### src/design/event_frame_decoder_crc16_core_macros.svh
// ----------------------------------------------------------------------------
// Assertion macros for the event frame decoder
// Shared helpers for concurrent checks on the core clock and reset.
// ----------------------------------------------------------------------------
`ifndef EVENT_FRAME_DECODER_CRC16_CORE_MACROS_SVH
`define EVENT_FRAME_DECODER_CRC16_CORE_MACROS_SVH

// Same-cycle implication, checked outside reset.
`define EFDCRC_ASSERT_NOW(label, ante, cons, msg) \
  label: assert property (@(posedge clk) disable iff (!rst_n) (ante) |-> (cons)) \
    else $error(msg);

// Next-cycle implication, checked outside reset.
`define EFDCRC_ASSERT_NEXT(label, ante, cons, msg) \
  label: assert property (@(posedge clk) disable iff (!rst_n) (ante) |=> (cons)) \
    else $error(msg);

`endif

### src/design/efdcrc_pkg.sv
`timescale 1ns / 1ps
// ----------------------------------------------------------------------------
// efdcrc_pkg
// Types and constants shared by the framed event decoder.
// ----------------------------------------------------------------------------
package efdcrc_pkg;

  // CRC16-CCITT, no reflection, no final xor
  localparam logic [15:0] CRC_INIT = 16'hFFFF;
  localparam logic [15:0] CRC_POLY = 16'h1021;
  localparam logic [15:0] CRC_MSB  = 16'h8000;

  // Configuration register indexes
  localparam logic [1:0] REG_HEADER_FIRST     = 2'd0;
  localparam logic [1:0] REG_HEADER_SECOND    = 2'd1;
  localparam logic [1:0] REG_PROTOCOL_VERSION = 2'd2;
  localparam logic [1:0] REG_PAYLOAD_LIMIT    = 2'd3;

  localparam logic [7:0] RST_HEADER_FIRST     = 8'hAA;
  localparam logic [7:0] RST_HEADER_SECOND    = 8'h55;
  localparam logic [7:0] RST_PROTOCOL_VERSION = 8'h01;
  localparam logic [7:0] RST_PAYLOAD_LIMIT    = 8'd64;

  // Frame field positions
  localparam logic [3:0] POS_SYNC0    = 4'd0;
  localparam logic [3:0] POS_SYNC1    = 4'd1;
  localparam logic [3:0] POS_VERSION  = 4'd2;
  localparam logic [3:0] POS_EVENT    = 4'd3;
  localparam logic [3:0] POS_RISK     = 4'd4;
  localparam logic [3:0] POS_CONF     = 4'd5;
  localparam logic [3:0] POS_DUR_HI   = 4'd6;
  localparam logic [3:0] POS_DUR_LO   = 4'd7;
  localparam logic [3:0] POS_TS0      = 4'd8;
  localparam logic [3:0] POS_TS1      = 4'd9;
  localparam logic [3:0] POS_TS2      = 4'd10;
  localparam logic [3:0] POS_TS3      = 4'd11;
  localparam logic [3:0] POS_LENGTH   = 4'd12;
  localparam logic [3:0] POS_PAYLOAD  = 4'd13;
  localparam logic [3:0] POS_CRC_HI   = 4'd14;
  localparam logic [3:0] POS_CRC_LO   = 4'd15;

  // Result kinds
  localparam logic KIND_PAYLOAD = 1'b0;
  localparam logic KIND_VERDICT = 1'b1;

  // Verdict codes
  localparam logic [2:0] STAT_OK        = 3'd0;
  localparam logic [2:0] STAT_BAD_HDR   = 3'd1;
  localparam logic [2:0] STAT_BAD_VER   = 3'd2;
  localparam logic [2:0] STAT_TOO_LONG  = 3'd3;
  localparam logic [2:0] STAT_TOO_SHORT = 3'd4;
  localparam logic [2:0] STAT_CRC_ERR   = 3'd5;

  typedef struct packed {
    logic [7:0] rx_byte;
    logic       buffer_end;
  } in_beat_t;

  typedef struct packed {
    logic        kind;
    logic [7:0]  payload_byte;
    logic [2:0]  status;
    logic [7:0]  event_code;
    logic [7:0]  risk;
    logic [7:0]  confidence;
    logic [15:0] duration;
    logic [31:0] time_stamp;
    logic [7:0]  payload_length;
  } out_beat_t;

endpackage

### src/design/efdcrc_crc_byte.sv
`timescale 1ns / 1ps
// ----------------------------------------------------------------------------
// efdcrc_crc_byte
// One-byte CRC16-CCITT update, MSB first, eight steps unrolled.
// ----------------------------------------------------------------------------
module efdcrc_crc_byte (
  input  logic [15:0] crc_in,
  input  logic [7:0]  data_in,
  output logic [15:0] crc_out
);

  always_comb begin
    logic [15:0] c;
    c = crc_in ^ {data_in, 8'h00};
    for (int i = 0; i < 8; i++) begin
      if ((c & efdcrc_pkg::CRC_MSB) != 16'h0000) begin
        c = {c[14:0], 1'b0} ^ efdcrc_pkg::CRC_POLY;
      end else begin
        c = {c[14:0], 1'b0};
      end
    end
    crc_out = c;
  end

endmodule

### src/design/event_frame_decoder_crc16_core.sv
`timescale 1ns / 1ps
// A beat's result is registered in the output register, or in the skid register
// if the output stalls. Throughput: one byte per cycle while in_ready is high;
// parsing and CRC update are combinational between state and output registers.
// in_ready drops only while the skid register holds a second waiting result.
// Reset (synchronous, rst_n low): config to defaults, parser at first sync byte.
// ----------------------------------------------------------------------------
// event_frame_decoder_crc16_core
// Streaming framed event decoder with CRC16-CCITT check and payload pass-out.
// ----------------------------------------------------------------------------
`include "event_frame_decoder_crc16_core_macros.svh"

module event_frame_decoder_crc16_core (
  input  logic                  clk,
  input  logic                  rst_n,
  input  logic                  in_valid,
  output logic                  in_ready,
  input  efdcrc_pkg::in_beat_t  in_data,
  output logic                  out_valid,
  input  logic                  out_ready,
  output efdcrc_pkg::out_beat_t out_data,
  input  logic                  cfg_we,
  input  logic [1:0]            cfg_index,
  input  logic [7:0]            cfg_data
);

  // configuration
  logic [7:0] hdr_first_r, hdr_second_r, version_r, limit_r;

  // parser state
  logic [3:0]  pos_r, pos_nxt;
  logic [7:0]  remaining_r, remaining_nxt;
  logic [15:0] crc_r, crc_nxt;
  logic [7:0]  event_r, event_nxt;
  logic [7:0]  risk_r, risk_nxt;
  logic [7:0]  conf_r, conf_nxt;
  logic [15:0] dur_r, dur_nxt;
  logic [31:0] ts_r, ts_nxt;
  logic [7:0]  length_r, length_nxt;
  logic [7:0]  crc_hi_r, crc_hi_nxt;
  logic        discarding_r, discarding_nxt;

  // output register plus skid
  logic                  out_valid_r, skid_valid_r;
  efdcrc_pkg::out_beat_t out_data_r, skid_data_r;

  logic                  in_fire, out_fire;
  logic                  has_result, restart, verdict_hit, emit;
  logic [2:0]            verdict_code;
  efdcrc_pkg::out_beat_t result;
  logic [15:0]           crc_upd;
  logic [7:0]            b;
  logic                  last;
  logic                  end_fire, frame_clean, at_payload;

  assign in_ready  = !skid_valid_r;
  assign in_fire   = in_valid && in_ready;
  assign out_fire  = out_valid_r && out_ready;
  assign out_valid = out_valid_r;
  assign out_data  = out_data_r;
  assign b         = in_data.rx_byte;
  assign last      = in_data.buffer_end;

  efdcrc_crc_byte u_crc (
    .crc_in  (crc_r),
    .data_in (b),
    .crc_out (crc_upd)
  );

  always_comb begin
    pos_nxt        = pos_r;
    remaining_nxt  = remaining_r;
    crc_nxt        = crc_r;
    event_nxt      = event_r;
    risk_nxt       = risk_r;
    conf_nxt       = conf_r;
    dur_nxt        = dur_r;
    ts_nxt         = ts_r;
    length_nxt     = length_r;
    crc_hi_nxt     = crc_hi_r;
    discarding_nxt = discarding_r;
    has_result     = 1'b0;
    restart        = 1'b0;
    verdict_hit    = 1'b0;
    verdict_code   = efdcrc_pkg::STAT_OK;
    emit           = 1'b0;
    result         = '0;

    if (in_fire) begin
      if (discarding_r) begin
        // drop everything up to and including the end-flagged byte
        restart = last;
      end else begin
        if (pos_r < efdcrc_pkg::POS_CRC_HI) begin
          crc_nxt = crc_upd;
        end
        unique case (pos_r) inside
          efdcrc_pkg::POS_SYNC0: begin
            if (b != hdr_first_r) begin
              verdict_hit  = 1'b1;
              verdict_code = efdcrc_pkg::STAT_BAD_HDR;
            end else begin
              pos_nxt = efdcrc_pkg::POS_SYNC1;
            end
          end
          efdcrc_pkg::POS_SYNC1: begin
            if (b != hdr_second_r) begin
              verdict_hit  = 1'b1;
              verdict_code = efdcrc_pkg::STAT_BAD_HDR;
            end else begin
              pos_nxt = efdcrc_pkg::POS_VERSION;
            end
          end
          efdcrc_pkg::POS_VERSION: begin
            if (b != version_r) begin
              verdict_hit  = 1'b1;
              verdict_code = efdcrc_pkg::STAT_BAD_VER;
            end else begin
              pos_nxt = efdcrc_pkg::POS_EVENT;
            end
          end
          efdcrc_pkg::POS_EVENT: begin
            event_nxt = b;
            pos_nxt   = efdcrc_pkg::POS_RISK;
          end
          efdcrc_pkg::POS_RISK: begin
            risk_nxt = b;
            pos_nxt  = efdcrc_pkg::POS_CONF;
          end
          efdcrc_pkg::POS_CONF: begin
            conf_nxt = b;
            pos_nxt  = efdcrc_pkg::POS_DUR_HI;
          end
          efdcrc_pkg::POS_DUR_HI: begin
            dur_nxt = {b, 8'h00};
            pos_nxt = efdcrc_pkg::POS_DUR_LO;
          end
          efdcrc_pkg::POS_DUR_LO: begin
            dur_nxt = {dur_r[15:8], b};
            pos_nxt = efdcrc_pkg::POS_TS0;
          end
          efdcrc_pkg::POS_TS0, efdcrc_pkg::POS_TS1,
          efdcrc_pkg::POS_TS2, efdcrc_pkg::POS_TS3: begin
            ts_nxt  = {ts_r[23:0], b};
            pos_nxt = pos_r + 4'd1;
          end
          efdcrc_pkg::POS_LENGTH: begin
            length_nxt = b;
            if (b > limit_r) begin
              verdict_hit  = 1'b1;
              verdict_code = efdcrc_pkg::STAT_TOO_LONG;
            end else begin
              remaining_nxt = b;
              pos_nxt = (b != 8'd0) ? efdcrc_pkg::POS_PAYLOAD : efdcrc_pkg::POS_CRC_HI;
            end
          end
          efdcrc_pkg::POS_PAYLOAD: begin
            emit          = 1'b1;
            remaining_nxt = remaining_r - 8'd1;
            if (remaining_nxt == 8'd0) begin
              pos_nxt = efdcrc_pkg::POS_CRC_HI;
            end
          end
          efdcrc_pkg::POS_CRC_HI: begin
            crc_hi_nxt = b;
            pos_nxt    = efdcrc_pkg::POS_CRC_LO;
          end
          default: begin
            verdict_hit  = 1'b1;
            verdict_code = ({crc_hi_r, b} == crc_r) ? efdcrc_pkg::STAT_OK
                                                    : efdcrc_pkg::STAT_CRC_ERR;
          end
        endcase

        // buffer ran out before the frame closed
        if (!verdict_hit && last) begin
          verdict_hit  = 1'b1;
          verdict_code = efdcrc_pkg::STAT_TOO_SHORT;
        end

        if (verdict_hit) begin
          has_result            = 1'b1;
          result.kind           = efdcrc_pkg::KIND_VERDICT;
          result.status         = verdict_code;
          result.event_code     = event_nxt;
          result.risk           = risk_nxt;
          result.confidence     = conf_nxt;
          result.duration       = dur_nxt;
          result.time_stamp     = ts_nxt;
          result.payload_length = length_nxt;
          restart               = last;
          discarding_nxt        = !last;
        end else if (emit) begin
          has_result          = 1'b1;
          result.kind         = efdcrc_pkg::KIND_PAYLOAD;
          result.payload_byte = b;
        end
      end
    end

    if (restart) begin
      pos_nxt        = efdcrc_pkg::POS_SYNC0;
      remaining_nxt  = 8'd0;
      crc_nxt        = efdcrc_pkg::CRC_INIT;
      event_nxt      = 8'd0;
      risk_nxt       = 8'd0;
      conf_nxt       = 8'd0;
      dur_nxt        = 16'd0;
      ts_nxt         = 32'd0;
      length_nxt     = 8'd0;
      crc_hi_nxt     = 8'd0;
      discarding_nxt = 1'b0;
    end
  end

  always_ff @(posedge clk) begin
    if (!rst_n) begin
      hdr_first_r  <= efdcrc_pkg::RST_HEADER_FIRST;
      hdr_second_r <= efdcrc_pkg::RST_HEADER_SECOND;
      version_r    <= efdcrc_pkg::RST_PROTOCOL_VERSION;
      limit_r      <= efdcrc_pkg::RST_PAYLOAD_LIMIT;
      pos_r        <= efdcrc_pkg::POS_SYNC0;
      remaining_r  <= 8'd0;
      crc_r        <= efdcrc_pkg::CRC_INIT;
      event_r      <= 8'd0;
      risk_r       <= 8'd0;
      conf_r       <= 8'd0;
      dur_r        <= 16'd0;
      ts_r         <= 32'd0;
      length_r     <= 8'd0;
      crc_hi_r     <= 8'd0;
      discarding_r <= 1'b0;
      out_valid_r  <= 1'b0;
      skid_valid_r <= 1'b0;
    end else begin
      if (cfg_we) begin
        unique case (cfg_index)
          efdcrc_pkg::REG_HEADER_FIRST:     hdr_first_r  <= cfg_data;
          efdcrc_pkg::REG_HEADER_SECOND:    hdr_second_r <= cfg_data;
          efdcrc_pkg::REG_PROTOCOL_VERSION: version_r    <= cfg_data;
          efdcrc_pkg::REG_PAYLOAD_LIMIT:    limit_r      <= cfg_data;
          default: ;
        endcase
      end
      pos_r        <= pos_nxt;
      remaining_r  <= remaining_nxt;
      crc_r        <= crc_nxt;
      event_r      <= event_nxt;
      risk_r       <= risk_nxt;
      conf_r       <= conf_nxt;
      dur_r        <= dur_nxt;
      ts_r         <= ts_nxt;
      length_r     <= length_nxt;
      crc_hi_r     <= crc_hi_nxt;
      discarding_r <= discarding_nxt;

      if (skid_valid_r) begin
        // advance the skid beat once the output beat leaves
        if (out_fire) begin
          out_data_r   <= skid_data_r;
          skid_valid_r <= 1'b0;
        end
      end else if (has_result) begin
        if (!out_valid_r || out_fire) begin
          out_data_r  <= result;
          out_valid_r <= 1'b1;
        end else begin
          skid_data_r  <= result;
          skid_valid_r <= 1'b1;
        end
      end else if (out_fire) begin
        out_valid_r <= 1'b0;
      end
    end
  end

  assign end_fire    = in_fire && last;
  assign frame_clean = (pos_r == efdcrc_pkg::POS_SYNC0) && !discarding_r
                       && (crc_r == efdcrc_pkg::CRC_INIT);
  assign at_payload  = (pos_r == efdcrc_pkg::POS_PAYLOAD);

  `EFDCRC_ASSERT_NOW(a_skid_behind_out, skid_valid_r, out_valid_r, "skid beat without output beat")
  `EFDCRC_ASSERT_NOW(a_payload_count, at_payload, remaining_r != 8'd0, "empty payload count")
  `EFDCRC_ASSERT_NEXT(a_end_restarts, end_fire, frame_clean, "end beat did not restart frame")

endmodule

### config.mk
export PLATFORM = sky130hd
export DESIGN_NAME = event_frame_decoder_crc16_core
export DESIGN_NICKNAME = d
export VERILOG_FILES = /design/src/design/efdcrc_pkg.sv /design/src/design/efdcrc_crc_byte.sv /design/src/design/event_frame_decoder_crc16_core.sv
export VERILOG_INCLUDE_DIRS = /design/src /design/src/design
export SDC_FILE = /design/constraint.sdc
export NUM_CORES = 1
export LEC_CHECK = 0
export ABC_AREA = 1
export BUFFER_PORTS_ARGS = -buffer_cell sky130_fd_sc_hd__buf_2
export CAP_MARGIN = 0
export CORE_UTILIZATION = 30
export DETAILED_ROUTE_END_ITERATION = 8
export PLACE_DENSITY_LB_ADDON = 0.08
export SLEW_MARGIN = 40
export SYNTH_ARGS = -nofsm -noshare
export SYNTH_HDL_FRONTEND = slang
export SYNTH_SLANG_ARGS = --single-unit
### constraint.sdc
create_clock -name clk -period 18.51 [get_ports clk]
set_input_delay 2.7765 -clock clk [delete_from_list [all_inputs] [get_ports clk]]
set_output_delay 2.7765 -clock clk [all_outputs]
set_load 0.03 [all_outputs]
# Yosys cells after proc, flatten, opt, wreduce, memory -nomap -nowiden
# Index checks and enable logic that the tools add are counted.
dict set report word_totals {
  register_bits 335
  latchBits 0
  mem_bits_rw 0
  rom_bits 0
  in_bits 24
  out_inout_bits 94
  memories 0
}
dict set report classes {
  n_addsub 2
  multipliers 0
  div_mod_pow 0
  n_lt_le_gt_ge 2
  n_eq_ne 28
  shift 0
  muxes 69
  bitwise_logic 13
  reduce_logical 32
}
# op count
set ops {}
lappend ops {{$mux 92} 6}
lappend ops {{$mux 13} 8}
lappend ops {{$mux 83} 1}
lappend ops {{$mux 8} 7}
lappend ops {{$pmux 4 s12} 1}
lappend ops {{$mux 32} 1}
lappend ops {{$pmux 16 s2} 1}
lappend ops {{$mux 1} 31}
lappend ops {{$eq 4x4->1 const B} 7}
lappend ops {{$ne 8x8->1} 3}
lappend ops {{$not 3->3} 8}
lappend ops {{$mux 4} 5}
lappend ops {{$eq 16x16->1} 1}
lappend ops {{$eq 4x3->1 const B} 4}
lappend ops {{$pmux 8 s2} 1}
lappend ops {{$xor 16x16->16} 1}
lappend ops {{$pmux 3 s5} 1}
lappend ops {{$reduce_and 4->1} 3}
lappend ops {{$reduce_bool 12->1} 1}
lappend ops {{$reduce_or 11->1} 1}
lappend ops {{$reduce_and 2->1} 5}
lappend ops {{$reduce_and 3->1} 3}
lappend ops {{$eq 4x2->1 const B} 2}
lappend ops {{$gt 8x8->1} 1}
lappend ops {{23 further kinds} 43}

# Depth between registers and ports, before layout
# Gate-level depths: netlist of run 1.
dict set report logic_depth {
  word_depth 17
  depth_mapped 20
}

# Cells and area by module
# Synthesis of run 1 repeated with hierarchy kept, for this count alone.
dict set report unflattened {
  cells_unflattened 1781
  hier_area_um2 15025.7
}
# mod n_inst cells_each area_per_inst_um2 seq_area_each_um2
set modules_own_cells {}
lappend modules_own_cells {event_frame_decoder_crc16_core 1 1666 14488.9 8548.2}
lappend modules_own_cells {efdcrc_crc_byte 1 115 536.8 0.0}

# Worst setup path after synthesis of run 1
# Ideal clock, no wire load.
dict set report synth_timing {
  path_type {input-to-reg}
  start {input in_data[1] (netlist bit)}
  end {register out_data_r, in the netlist out_data[0] (enable)}
  setup_time_ns 0.543
  arrival_ns 8.168
  setup_slack_ns 9.799
  cell_stages 15
  path_cell_list {buf_2 inv_2 clkbuf_1 ha_1 nand2_1 nor2_1 a21oi_2 nand2_1 nand2_2 nor2_8 nand3_4 nand2_4 nand3_1 nand2_1 nor2_1}
}
dict set report synth_between {
  elab_chain_cells 15
  word_cells_on_any_way 21
}
# item line
set synth_rtl {}
lappend synth_rtl {{start, declared} event_frame_decoder_crc16_core.sv:18} ;# input efdcrc_pkg::in_beat_t in_data,
lappend synth_rtl {{$gt 8x8->1, or another cell as far along} event_frame_decoder_crc16_core.sv:149} ;# if (b > limit_r) begin
lappend synth_rtl {{$mux 1, on equally long branches} --}
lappend synth_rtl {{$pmux 1 s5 (*)} event_frame_decoder_crc16_core.sv:97} ;# unique case (pos_r) inside
lappend synth_rtl {{$mux 1 (*)} event_frame_decoder_crc16_core.sv:90} ;# if (discarding_r) begin
lappend synth_rtl {{$mux 1 (*)} event_frame_decoder_crc16_core.sv:89} ;# if (in_fire) begin
lappend synth_rtl {{$logic_not 1->1} event_frame_decoder_crc16_core.sv:176} ;# if (!verdict_hit && last) begin
lappend synth_rtl {{$logic_and 1x1->1} event_frame_decoder_crc16_core.sv:176}
lappend synth_rtl {{$mux 1 (*)} event_frame_decoder_crc16_core.sv:176}
lappend synth_rtl {{$mux 1 (*)} event_frame_decoder_crc16_core.sv:90}
lappend synth_rtl {{$mux 1 (*)} event_frame_decoder_crc16_core.sv:89}
lappend synth_rtl {{$mux 1 (*)} event_frame_decoder_crc16_core.sv:181} ;# if (verdict_hit) begin
lappend synth_rtl {{$mux 1 (*)} event_frame_decoder_crc16_core.sv:90}
lappend synth_rtl {{$mux 1 (*)} event_frame_decoder_crc16_core.sv:89}
lappend synth_rtl {{$reduce_bool 2->1 (no line) (*)} --}
lappend synth_rtl {{$reduce_and 4->1 (no line) (*)} --}
lappend synth_rtl {{end signal, assigned} event_frame_decoder_crc16_core.sv:260} ;# out_data_r <= skid_data_r;
lappend synth_rtl {{end signal, assigned} event_frame_decoder_crc16_core.sv:265} ;# out_data_r <= result;
lappend synth_rtl {{end, declared} event_frame_decoder_crc16_core.sv:45} ;# efdcrc_pkg::out_beat_t out_data_r, skid_data_r;
# Mark *: on every way between the ends. The rest lies on a longest branch, timed or not. The select of a mux whose other input is x is not followed.
# A chain may end at the register's enable or synchronous reset.

# Worst setup path after layout of run 1
dict set report layout_timing {
  start {input in_data[1] (netlist bit)}
  end {register skid_data_r[26] (netlist bit) (enable)}
}
dict set report layout_between {
  elab_chain_cells 14
  word_cells_on_any_way 20
}
# item line
set layout_rtl {}
lappend layout_rtl {{$gt 8x8->1, or another cell as far along} event_frame_decoder_crc16_core.sv:149}
lappend layout_rtl {{$mux 1, on equally long branches} --}
lappend layout_rtl {{$pmux 1 s5 (*)} event_frame_decoder_crc16_core.sv:97}
lappend layout_rtl {{$mux 1 (*)} event_frame_decoder_crc16_core.sv:90}
lappend layout_rtl {{$mux 1 (*)} event_frame_decoder_crc16_core.sv:89}
lappend layout_rtl {{$logic_not 1->1} event_frame_decoder_crc16_core.sv:176}
lappend layout_rtl {{$logic_and 1x1->1} event_frame_decoder_crc16_core.sv:176}
lappend layout_rtl {{$mux 1 (*)} event_frame_decoder_crc16_core.sv:176}
lappend layout_rtl {{$mux 1 (*)} event_frame_decoder_crc16_core.sv:90}
lappend layout_rtl {{$mux 1 (*)} event_frame_decoder_crc16_core.sv:89}
lappend layout_rtl {{$mux 1 (*)} event_frame_decoder_crc16_core.sv:181}
lappend layout_rtl {{$mux 1 (*)} event_frame_decoder_crc16_core.sv:90}
lappend layout_rtl {{$mux 1 (*)} event_frame_decoder_crc16_core.sv:89}
lappend layout_rtl {{$reduce_and 4->1 (no line) (*)} --}
lappend layout_rtl {{end signal, assigned} event_frame_decoder_crc16_core.sv:268} ;# skid_data_r <= result;
lappend layout_rtl {{end, declared} event_frame_decoder_crc16_core.sv:45}
# Marks and branches as above.

==> results.txt, run 1 <==
Avg WL per Cell: 16.1 µm
Clock Path Buffers: 3
Internal: 1.31 mW
CP max FO: 48
hold_sp: length_r[0]
first-pass GRT wire length: 62400 µm
Worst Hold Class: reg -> reg
WL final: 39700 µm
main combinational cell family by area after synthesis: simple AND/OR/NAND/NOR gates
Mapped Area: 0.0153 mm²
die span in y: 228 µm
post-layout min period: 6.32 ns
largest net degree at the start of global routing: 84
post-synthesis mux area share: 0.130%
row count: 82
Yosys cell types: 43
unrepaired setup endpoints after global routing: no
area post-placement: 0.0165 mm²
area of the multi-input gates: 0.00556 mm²
CTS clk-pin slew, worst paths: 0.05 ns
post-synthesis sequential area ratio: 55.7%
worst r2r dst: skid_data_r[26]
MaxCap Viol Count: 0
reg2reg setup slack: 13.73 ns
CTS sink cnt: 335
Layout Area Growth over Synthesis: 15.7%
Tot GR Track Use: 15.3%
CP Data Arrival Time: 6.50 ns
sequential cell area: 0.00855 mm²
fin. max-slew vios: 0
Switching Power: 0.428 mW
cell area after layout: 0.0178 mm²
cts repair resizes: 0
hold worst-path end: length_r[0]
most frequent cells in the layout: nand2_1, edfxtp_1, nor2_1, inv_1, a21oi_1
TNS Setup: 0 ns
Post-CTS Setup Bufs: 0
die area: 0.0521 mm²
ys async rst share: 0%
Cell Chain, Critical Path: buf_2, inv_2, ha_1, nand2_1, nor2_1, a21oi_2, nand2_1, nand2_2, nor2_8, nand3_4, nand2_4, nand2_1, nand2_1, nor2_4, buf_4, buf_4
CTS root buf: clkbuf_16
Worst Max-Slew Pin Slew: 0.770 ns
worst reg2reg startpoint: pos_r[1]
Synth Area per Inst: 9.22 µm²
Yosys reg bits: 335
share of layout cells above drive strength 1: 20.2%
Syn Inst Count: 1665
compound-cell area share of the yosys netlist: 11.2%
Tcrit/Tclk final: 34.1%
outcome: completed
commonest non-fill, non-tap cell in the layout: nand2_1
H-tree lvl count: 2
Port Buffer Count: 117
Crit. End Element: register
Logic pwr share: 8.1%
M1 WL: 19100 µm
final count of hold timing violations: 0
CTS tree: yes
Worst-Skew Late Latency: 0.56 ns
LEAKAGE: 7.60 nW
Slew HR: 48.7%
I/O Pins: 118
Synth Flop Type: edfxtp_1
switching share of power: 24.6%
WL met3: 1420 µm
vias per cell: 4.39
Residual DRC: 0
gr ovfl total: 0
DP HPWL: 26300 µm
Crit path required time: 18.69 ns
critical path's largest stage delay: 0.60 ns
maximum vdd drop: 50.4 µV
Reg2Reg Depth: 15
pre-CTS setup slack: 11.50 ns
initial drt markers: 771
Hold Slack: 0.461 ns
XOR/XNOR Fraction of Synth Area: 3.14%
Power Dens Cells: 97.9 mW/mm²
Pre-Repair DR Iteration Count: 5
startpoint types: primary input
Crit Path Category: in -> reg
routed vias: 10808
final RePlAce weighted congestion: 0.820
final worst setup slack: 12.19 ns
initial antenna violation count: 0
chip width: 228 µm
Num CTS Buffers: 41
number of global-route vias before repair: 10603
Layout Nets: 1798
most frequent CP cell: nand2_1
EDFF count, synth: 184
worst hold path depth: 2
critical path's slowest cell: buf_4
Core Region: 0.0503 mm²
hold_buf cts: 0
Routed Antenna Nets: 0
number of synthesis warnings: 0
Starting Density: 30.5%
fmax: 158 MHz
met2 routed WL: 18500 µm
Clock power frac: 44.8%
Post-Synth Adder-Cell Area: 1.14%
Setup violations, final: 0
# fillers: 5214
clk_skew: 0.0110 ns
Syn Nets: 1703
DR top layer: met4
diode count: 0
simple-gate share of the synthesized area: 20.4%
sequential share of power: 47.1%
[state kept, by name, indices dropped and copies added, names as in the netlist, 16 cells and up]
name         cells
crc_r           16
dur_r           16
out_data        92
skid_data_r     92
ts_r            32
[power by group through the flow]
| stage | sequential (mW) | combinational, mW | clock (mW) |
|---|---|---|---|
| 6_report | 0.819 | 0.140 | 0.779 |
| 5_1_grt | 0.821 | 0.156 | 0.835 |
| 4_1_cts | 0.820 | 0.143 | 0.807 |
| 3_5_place_dp | 0.835 | 0.143 | 0 |
| 3_3_place_gp | 0.836 | 0.143 | 0 |
| 2_1_floorplan | 0.855 | 0.0792 | 0 |
[per-layer routing]
layer | GRT usage (%) | vias to the layer above
met1 | 20.8 | 5027
met2 | 25.0 | 153
met4 | 3.86 | 0
met5 | 0 | -
met3 | 2.66 | 46
li1 | - | 5582
[critical path, delay by kind of cell]
kind,cells,cell delay [ns]
buf+inv,4,1.50
simple gates,10,1.65
compound gates,1,0.12
fa+ha+maj,1,0.33
[stage by stage]
stage	instances	power (mW)	util (%)
final	2464	1.74	35.3
after global routing	2464	1.81	35.3
after CTS	2464	1.77	35.3
after detailed placement	2389	0.978	32.7
after global placement	2389	0.978	32.7
after floorplan	1665	0.934	-
[logic make-up after synthesis]
group,count (synthesis)
AOI/OAI and AO/OA,332
xor gates and xnor gates,55
adders and majority gates,14
buffers and inverters,293
DFF,335
muxes,2
and+or+nand+nor,634
[layout make-up]
cell class	instances	area share [%]
clock inverter	15	0.669
multi-input combinational	1037	31.3
sequential	335	48.2
clock buffer	60	6.59
tap	672	4.74
inverter	213	4.55
timing repair buffer	132	3.95
[worst max-delay path by stage]
stage	slack [ns]	to	start
2_1_floorplan	9.80	out_data[0]	in_data[1]
3_3_place_gp	11.57	skid_data_r[39]	in_data[1]
3_5_place_dp	11.50	skid_data_r[39]	in_data[1]
4_1_cts	12.10	skid_data_r[26]	in_data[1]
5_1_grt	11.87	skid_data_r[37]	in_data[1]
6_report	12.19	skid_data_r[26]	in_data[1]
[Yosys cell counts (25+ instances only)]
cell type | n | share of area [%]
xnor2_1 | 30 | 1.7
xor2_1 | 25 | 1.4
nand2_2 | 50 | 2.0
edfxtp_1 | 184 | 36
nand3_1 | 28 | 0.91
nand2_4 | 64 | 4.7
nand2_1 | 284 | 6.9
clkbuf_1 | 52 | 1.3
inv_2 | 39 | 0.95
inv_1 | 168 | 4.1
nor2_1 | 180 | 4.4
a21oi_1 | 161 | 5.2
dfxtp_1 | 151 | 20
o21ai_0 | 128 | 4.2
Power figures use the tool's default switching activity.
==> run 2: changes to the inputs <==
Clock period 18.51 ns to 6.3 ns, I/O delays scaled along.
==> run 2 against run 1 <==
Via count is 1.6% higher. Register-to-register slack worse by 11 ns. Count of clock-buffer cells in the layout rose by 2. Highest routed layer unchanged. Largest power group unchanged. Critical path depth shrank 2. Sequential power increased to 2.9 times the previous value. Sequential cell count stayed put. Non-clock buffer count is 2 lower. Sequential share of layout area about the same. Global-route usage is 0.16 points higher. Die area did not move. Clock skew rose by 0.0078 ns. Utilization hardly changed.
==> results.txt, run 2 (same netlist as run 1, synthesis figures left out) <==
Port Buffer Count: 117 (unchanged)
hold_sp: length_r[1] (was length_r[0])
H-tree lvl count: 2 (unchanged)
initial antenna violation count: 0 (unchanged)
cell depth of the worst setup path: 14 (was 16)
Starting Density: 30.5% (unchanged)
Hold Slack: 0.461 ns (about the same)
most frequent CP cell: nand3_1 (was nand2_1)
chip width: 228 µm (unchanged)
met2 routed WL: 19300 µm (was 18500 µm)
startpoint types: register (was primary input)
final RePlAce weighted congestion: 0.808 (was 0.820)
Worst Max-Slew Pin Slew: 0.808 ns (was 0.770 ns)
WL final: 40200 µm (was 39700 µm)
Crit. End Element: register (unchanged)
CP Data Arrival Time: 4.19 ns (was 6.50 ns)
worst reg2reg startpoint: pos_r[1] (unchanged)
reg2reg setup slack: 2.29 ns (was 13.73 ns)
post-layout min period: 4.01 ns
area post-placement: 0.0165 mm² (about the same)
final count of hold timing violations: 0 (unchanged)
cell area after layout: 0.0177 mm² (was 0.0178 mm²)
Layout Nets: 1796 (was 1798)
Overall Power: 5.06 mW (was 1.74 mW)
Cell Chain, Critical Path: inv_1, ha_1, nor2_1, nand3_1, nand2_2, nand3_1, inv_1, nand2_2, nand3_4, nand2_4, nand3_1, nand2_1, nor2_4, buf_12 (was buf_2, inv_2, ha_1, nand2_1, nor2_1, a21oi_2, nand2_1, nand2_2, nor2_8, nand3_4, nand2_4, nand2_1, nand2_1, nor2_4, buf_4, buf_4)
die area: 0.0521 mm² (unchanged)
Clock Path Buffers: 3 (unchanged)
Tcrit/Tclk final: 63.6%
Setup violations, final: 0 (unchanged)
most frequent cells in the layout: nand2_1, edfxtp_1, nor2_1, inv_1, a21oi_1 (unchanged)
worst r2r dst: out_data[49] (was skid_data_r[26])
Post-CTS Setup Bufs: 0 (unchanged)
fin. max-slew vios: 0 (unchanged)
LEAKAGE: 7.62 nW (was 7.60 nW)
Tot GR Track Use: 15.4% (was 15.3%)
Crit path required time: 6.48 ns (was 18.69 ns)
TNS Setup: 0 ns (unchanged)
Avg WL per Cell: 16.3 µm (was 16.1 µm)
CP max FO: 92 (was 48)
largest net degree at the start of global routing: 93 (was 84)
non-filler cells, final: 2462 (was 2464)
initial drt markers: 696 (was 771)
WL met3: 1360 µm (was 1420 µm)
Pre-Repair DR Iteration Count: 5 (unchanged)
Core Region: 0.0503 mm² (unchanged)
CTS clk-pin slew, worst paths: 0.06 ns (was 0.05 ns)
dpl cells: 2387 (was 2389)
Residual DRC: 0 (unchanged)
Crit path buffers/inverters: 3 (was 4)
Worst Hold Class: reg -> reg (unchanged)
maximum vdd drop: 154 µV (was 50.4 µV)
Num CTS Buffers: 41 (unchanged)
CTS tree: yes (unchanged)
commonest non-fill, non-tap cell in the layout: nand2_1 (unchanged)
Layout Area Growth over Synthesis: 15.6% (was 15.7%)
share of layout cells above drive strength 1: 20.2% (about the same)
unrepaired setup endpoints after global routing: no (unchanged)
I/O Pins: 118 (unchanged)
CTS sink cnt: 335 (unchanged)
vias per cell: 4.46 (was 4.39)
fmax: 249 MHz
routed vias: 10986 (was 10808)
Power Dens Cells: 285 mW/mm² (was 97.9 mW/mm²)
Slew HR: 46.1% (was 48.7%)
MaxCap Viol Count: 0 (unchanged)
worst hold path depth: 2 (unchanged)
outcome: completed (unchanged)
die span in y: 228 µm (unchanged)
number of global-route vias before repair: 10624 (was 10603)
DR top layer: met4 (unchanged)
gr ovfl total: 0 (unchanged)
clk_skew: 0.0188 ns (was 0.0110 ns)
Reg2Reg Depth: 14 (was 15)
diode count: 0 (unchanged)
critical path's largest stage delay: 0.55 ns (was 0.60 ns)
first-pass GRT wire length: 62900 µm (was 62400 µm)
Crit Path Category: reg -> reg (was in -> reg)
CTS root buf: clkbuf_16 (unchanged)
hold worst-path end: length_r[1] (was length_r[0])
Worst-Skew Late Latency: 0.56 ns (about the same)
critical path's slowest cell: nand3_4 (was buf_4)
row count: 82 (unchanged)
hold_buf cts: 0 (unchanged)
Routed Antenna Nets: 0 (unchanged)
cell family with most CP delay: simple AND/OR/NAND/NOR gates (unchanged)
# fillers: 5288 (was 5214)
M1 WL: 18900 µm (was 19100 µm)
DP HPWL: 25900 µm (was 26300 µm)
cts repair resizes: 0 (unchanged)
## run 2: cell count changes in the layout (fill, tap and decap cells not counted), sizes merged
cell and change:
buf -2, clkbuf +2, bufinv -2
## run 2: report_power, final
| group | leakage, nW | internal (mW) | switching (mW) |
|---|---|---|---|
| Clock | 0.626 | 1.32 | 0.922 |
| Combinational | 4.08 | 0.113 | 0.300 |
| Sequential | 2.91 | 2.37 | 0.0370 |
| Total | 7.62 | 3.80 | 1.26 |
## run 2: cell type report
class / instances / area, µm² / share of cell area [%]
flip-flops and latches: 335 / 8550 / 48.2
multi-input cells: 1037 / 5560 / 31.3
clock buffers: 62 / 1210 / 6.80
well taps: 672 / 841 / 4.74
inverters: 213 / 808 / 4.56
repair buffers: 130 / 708 / 3.99
clock inverters: 13 / 61.3 / 0.346
## run 2: per-stage QoR
| step | setup WS (ns) | util (%) |
|---|---|---|
| 2_1_floorplan | 0.967 | - |
| 3_3_place_gp | 2.06 | 32.8 |
| 3_5_place_dp | 1.98 | 32.8 |
| 4_1_cts | 2.32 | 35.3 |
| 5_1_grt | 2.00 | 35.3 |
| 6_report | 2.29 | 35.3 |
## run 2: worst max-delay path by stage
stage / startpoint / endpoint
2_1_floorplan: in_data[1] / out_data[0]
3_3_place_gp: in_data[1] / out_data[23]
3_5_place_dp: in_data[1] / out_data[35]
4_1_cts: pos_r[1] / out_data[15]
5_1_grt: pos_r[1] / out_data[91]
6_report: pos_r[1] / out_data[49]
## run 2: per-layer routing
layer | vias to the layer above | track usage [%]
met5 | - | 0
met4 | 0 | 3.80
met3 | 43 | 2.85
met2 | 151 | 25.5
met1 | 5214 | 20.7
li1 | 5578 | -
## run 2: worst reg2reg max path: cells and delay by family (launching register included)
family | cells | cell delay [ns]
adder cells (fa/ha/maj) | 1 | 0.26
AND/OR/NAND/NOR | 10 | 2.12
flip-flops | 1 | 0.42
buffers and inverters | 3 | 0.59
==> run 3: changes to the inputs <==
Clock period 6.3 ns to 4 ns, I/O delays scaled along.
==> run 3 against run 2 <==
Fmax rose by 28%. Utilization rose by 0.31 points. Via count fell by 0.27%. Setup slack got worse by 1.4 ns. Critical path depth did not move. Sequential share of layout area fell by 0.42 points. Power rose by 62%. Clock skew rose by 0.0043 ns. Highest routed layer unchanged.
==> results.txt, run 3 (same netlist as run 1, synthesis figures left out) <==
Starting Density: 30.5% (unchanged)
H-tree lvl count: 2 (unchanged)
TNS Setup: 0 ns (unchanged)
hold_buf cts: 0 (unchanged)
final count of hold timing violations: 0 (unchanged)
Residual DRC: 0 (unchanged)
Core Region: 0.0503 mm² (unchanged)
cell area after layout: 0.0179 mm² (was 0.0177 mm²)
CTS root buf: clkbuf_16 (unchanged)
Crit. End Element: register (unchanged)
startpoint types: register (unchanged)
WL final: 40600 µm (was 40200 µm)
vias per cell: 4.44 (was 4.46)
Layout Nets: 1802 (was 1796)
final RePlAce weighted congestion: 0.813 (was 0.808)
Post-CTS Setup Bufs: 0 (unchanged)
I/O Pins: 118 (unchanged)
Setup violations, final: 0 (unchanged)
clk_skew: 0.0231 ns (was 0.0188 ns)
row count: 82 (unchanged)
initial drt markers: 665 (was 696)
LEAKAGE: 7.67 nW (was 7.62 nW)
pre-CTS setup slack: 0.600 ns (was 1.98 ns)
CP max FO: 48 (was 92)
# fillers: 5155 (was 5288)
CTS sink cnt: 335 (unchanged)
routed vias: 10956 (was 10986)
Layout Area Growth over Synthesis: 16.6% (was 15.6%)
largest net degree at the start of global routing: 99 (was 93)
unrepaired setup endpoints after global routing: no (unchanged)
commonest non-fill, non-tap cell in the layout: nand2_1 (unchanged)
cts repair resizes: 0 (unchanged)
die area: 0.0521 mm² (unchanged)
initial antenna violation count: 0 (unchanged)
share of layout cells above drive strength 1: 20.6% (was 20.2%)
Clock Path Buffers: 3 (unchanged)
CP Data Arrival Time: 3.31 ns (was 4.19 ns)
fmax: 320 MHz (was 249 MHz)
Worst Hold Class: in -> reg (was reg -> reg)
fin. max-slew vios: 0 (unchanged)
number of global-route vias before repair: 10802 (was 10624)
CTS tree: yes (unchanged)
Avg WL per Cell: 16.4 µm (was 16.3 µm)
Slew HR: 47.5% (was 46.1%)
final worst setup slack: 0.873 ns (was 2.29 ns)
outcome: completed (unchanged)
Tcrit/Tclk final: 78.2% (was 63.6%)
post-layout utilization of the core: 35.6% (was 35.3%)
post-layout min period: 3.13 ns (was 4.01 ns)
chip width: 228 µm (unchanged)
most frequent cells in the layout: nand2_1, edfxtp_1, nor2_1, inv_1, a21oi_1 (unchanged)
Power Dens Cells: 458 mW/mm² (was 285 mW/mm²)
Crit path required time: 4.18 ns (was 6.48 ns)
diode count: 0 (unchanged)
CTS clk-pin slew, worst paths: 0.06 ns (about the same)
DP HPWL: 25900 µm (about the same)
first-pass GRT wire length: 63500 µm (was 62900 µm)
MaxCap Viol Count: 0 (unchanged)
Worst-Skew Late Latency: 0.57 ns (was 0.56 ns)
area post-placement: 0.0165 mm² (about the same)
Crit Path Category: reg -> reg (unchanged)
Num CTS Buffers: 41 (unchanged)
Port Buffer Count: 117 (unchanged)
gr ovfl total: 0 (unchanged)
Tot GR Track Use: 15.7% (was 15.4%)
die span in y: 228 µm (unchanged)
Routed Antenna Nets: 0 (unchanged)
Hold Slack: 0.312 ns (was 0.461 ns)
maximum vdd drop: 233 µV (was 154 µV)
Worst Max-Slew Pin Slew: 0.788 ns (was 0.808 ns)
Pre-Repair DR Iteration Count: 5 (unchanged)
run 3: path summary, 6_finish.rpt:
check | startpoint | to | slack [ns] | depth (start not counted)
min reg2reg | limit_r[5] | limit_r[5] | 0.46 | 2
max reg2reg | pos_r[0] | out_data[10] | 0.87 | 14
min | cfg_data[7] | hdr_first_r[7] | 0.31 | 3
max | pos_r[0] | out_data[10] | 0.87 | 14
run 3: cell type report:
cell class | instances | area, µm² | share of cell area (%)
Clock inverter | 20 | 209 | 1.17
Inverter | 213 | 808 | 4.52
Timing Repair Buffer | 136 | 782 | 4.37
Multi-Input combinational cell | 1037 | 5560 | 31.1
Sequential cell | 335 | 8550 | 47.8
Clock buffer | 55 | 1140 | 6.37
Tap cell | 672 | 841 | 4.70
run 3: per-layer routing:
layer	track usage, %	part of all wire [%]	routed length [µm]
met4	4.11	1.9	788
met1	20.5	46	18700
met2	26.6	48	19600
met5	0	0	0
met3	2.83	3.7	1490
run 3: power breakdown:
part           switching (mW)  leakage [nW]  internal (mW)
combinational           0.480          4.12          0.184
sequential             0.0529          2.89           3.74
clock                    1.49         0.658           2.26
run 3: stage by stage:
stage,cells,power (mW)
after detailed placement,2393,4.54
after global routing,2468,8.52
after global placement,2393,4.54
final,2468,8.20
after floorplan,1665,4.32
after CTS,2468,8.34
run 3: worst max-delay path, stage by stage, from the launching register on:
cell     delay [ns]
dfxtp_1        0.38
inv_1          0.10
ha_1           0.27
nor2_1         0.19
nor2_1         0.11
nor2_1         0.15
nand3_1        0.13
inv_1          0.16
nand2_2        0.11
nand3_4        0.13
nand2_4        0.08
nand3_1        0.10
nand2_1        0.10
nor2_4         0.16
buf_4          0.51
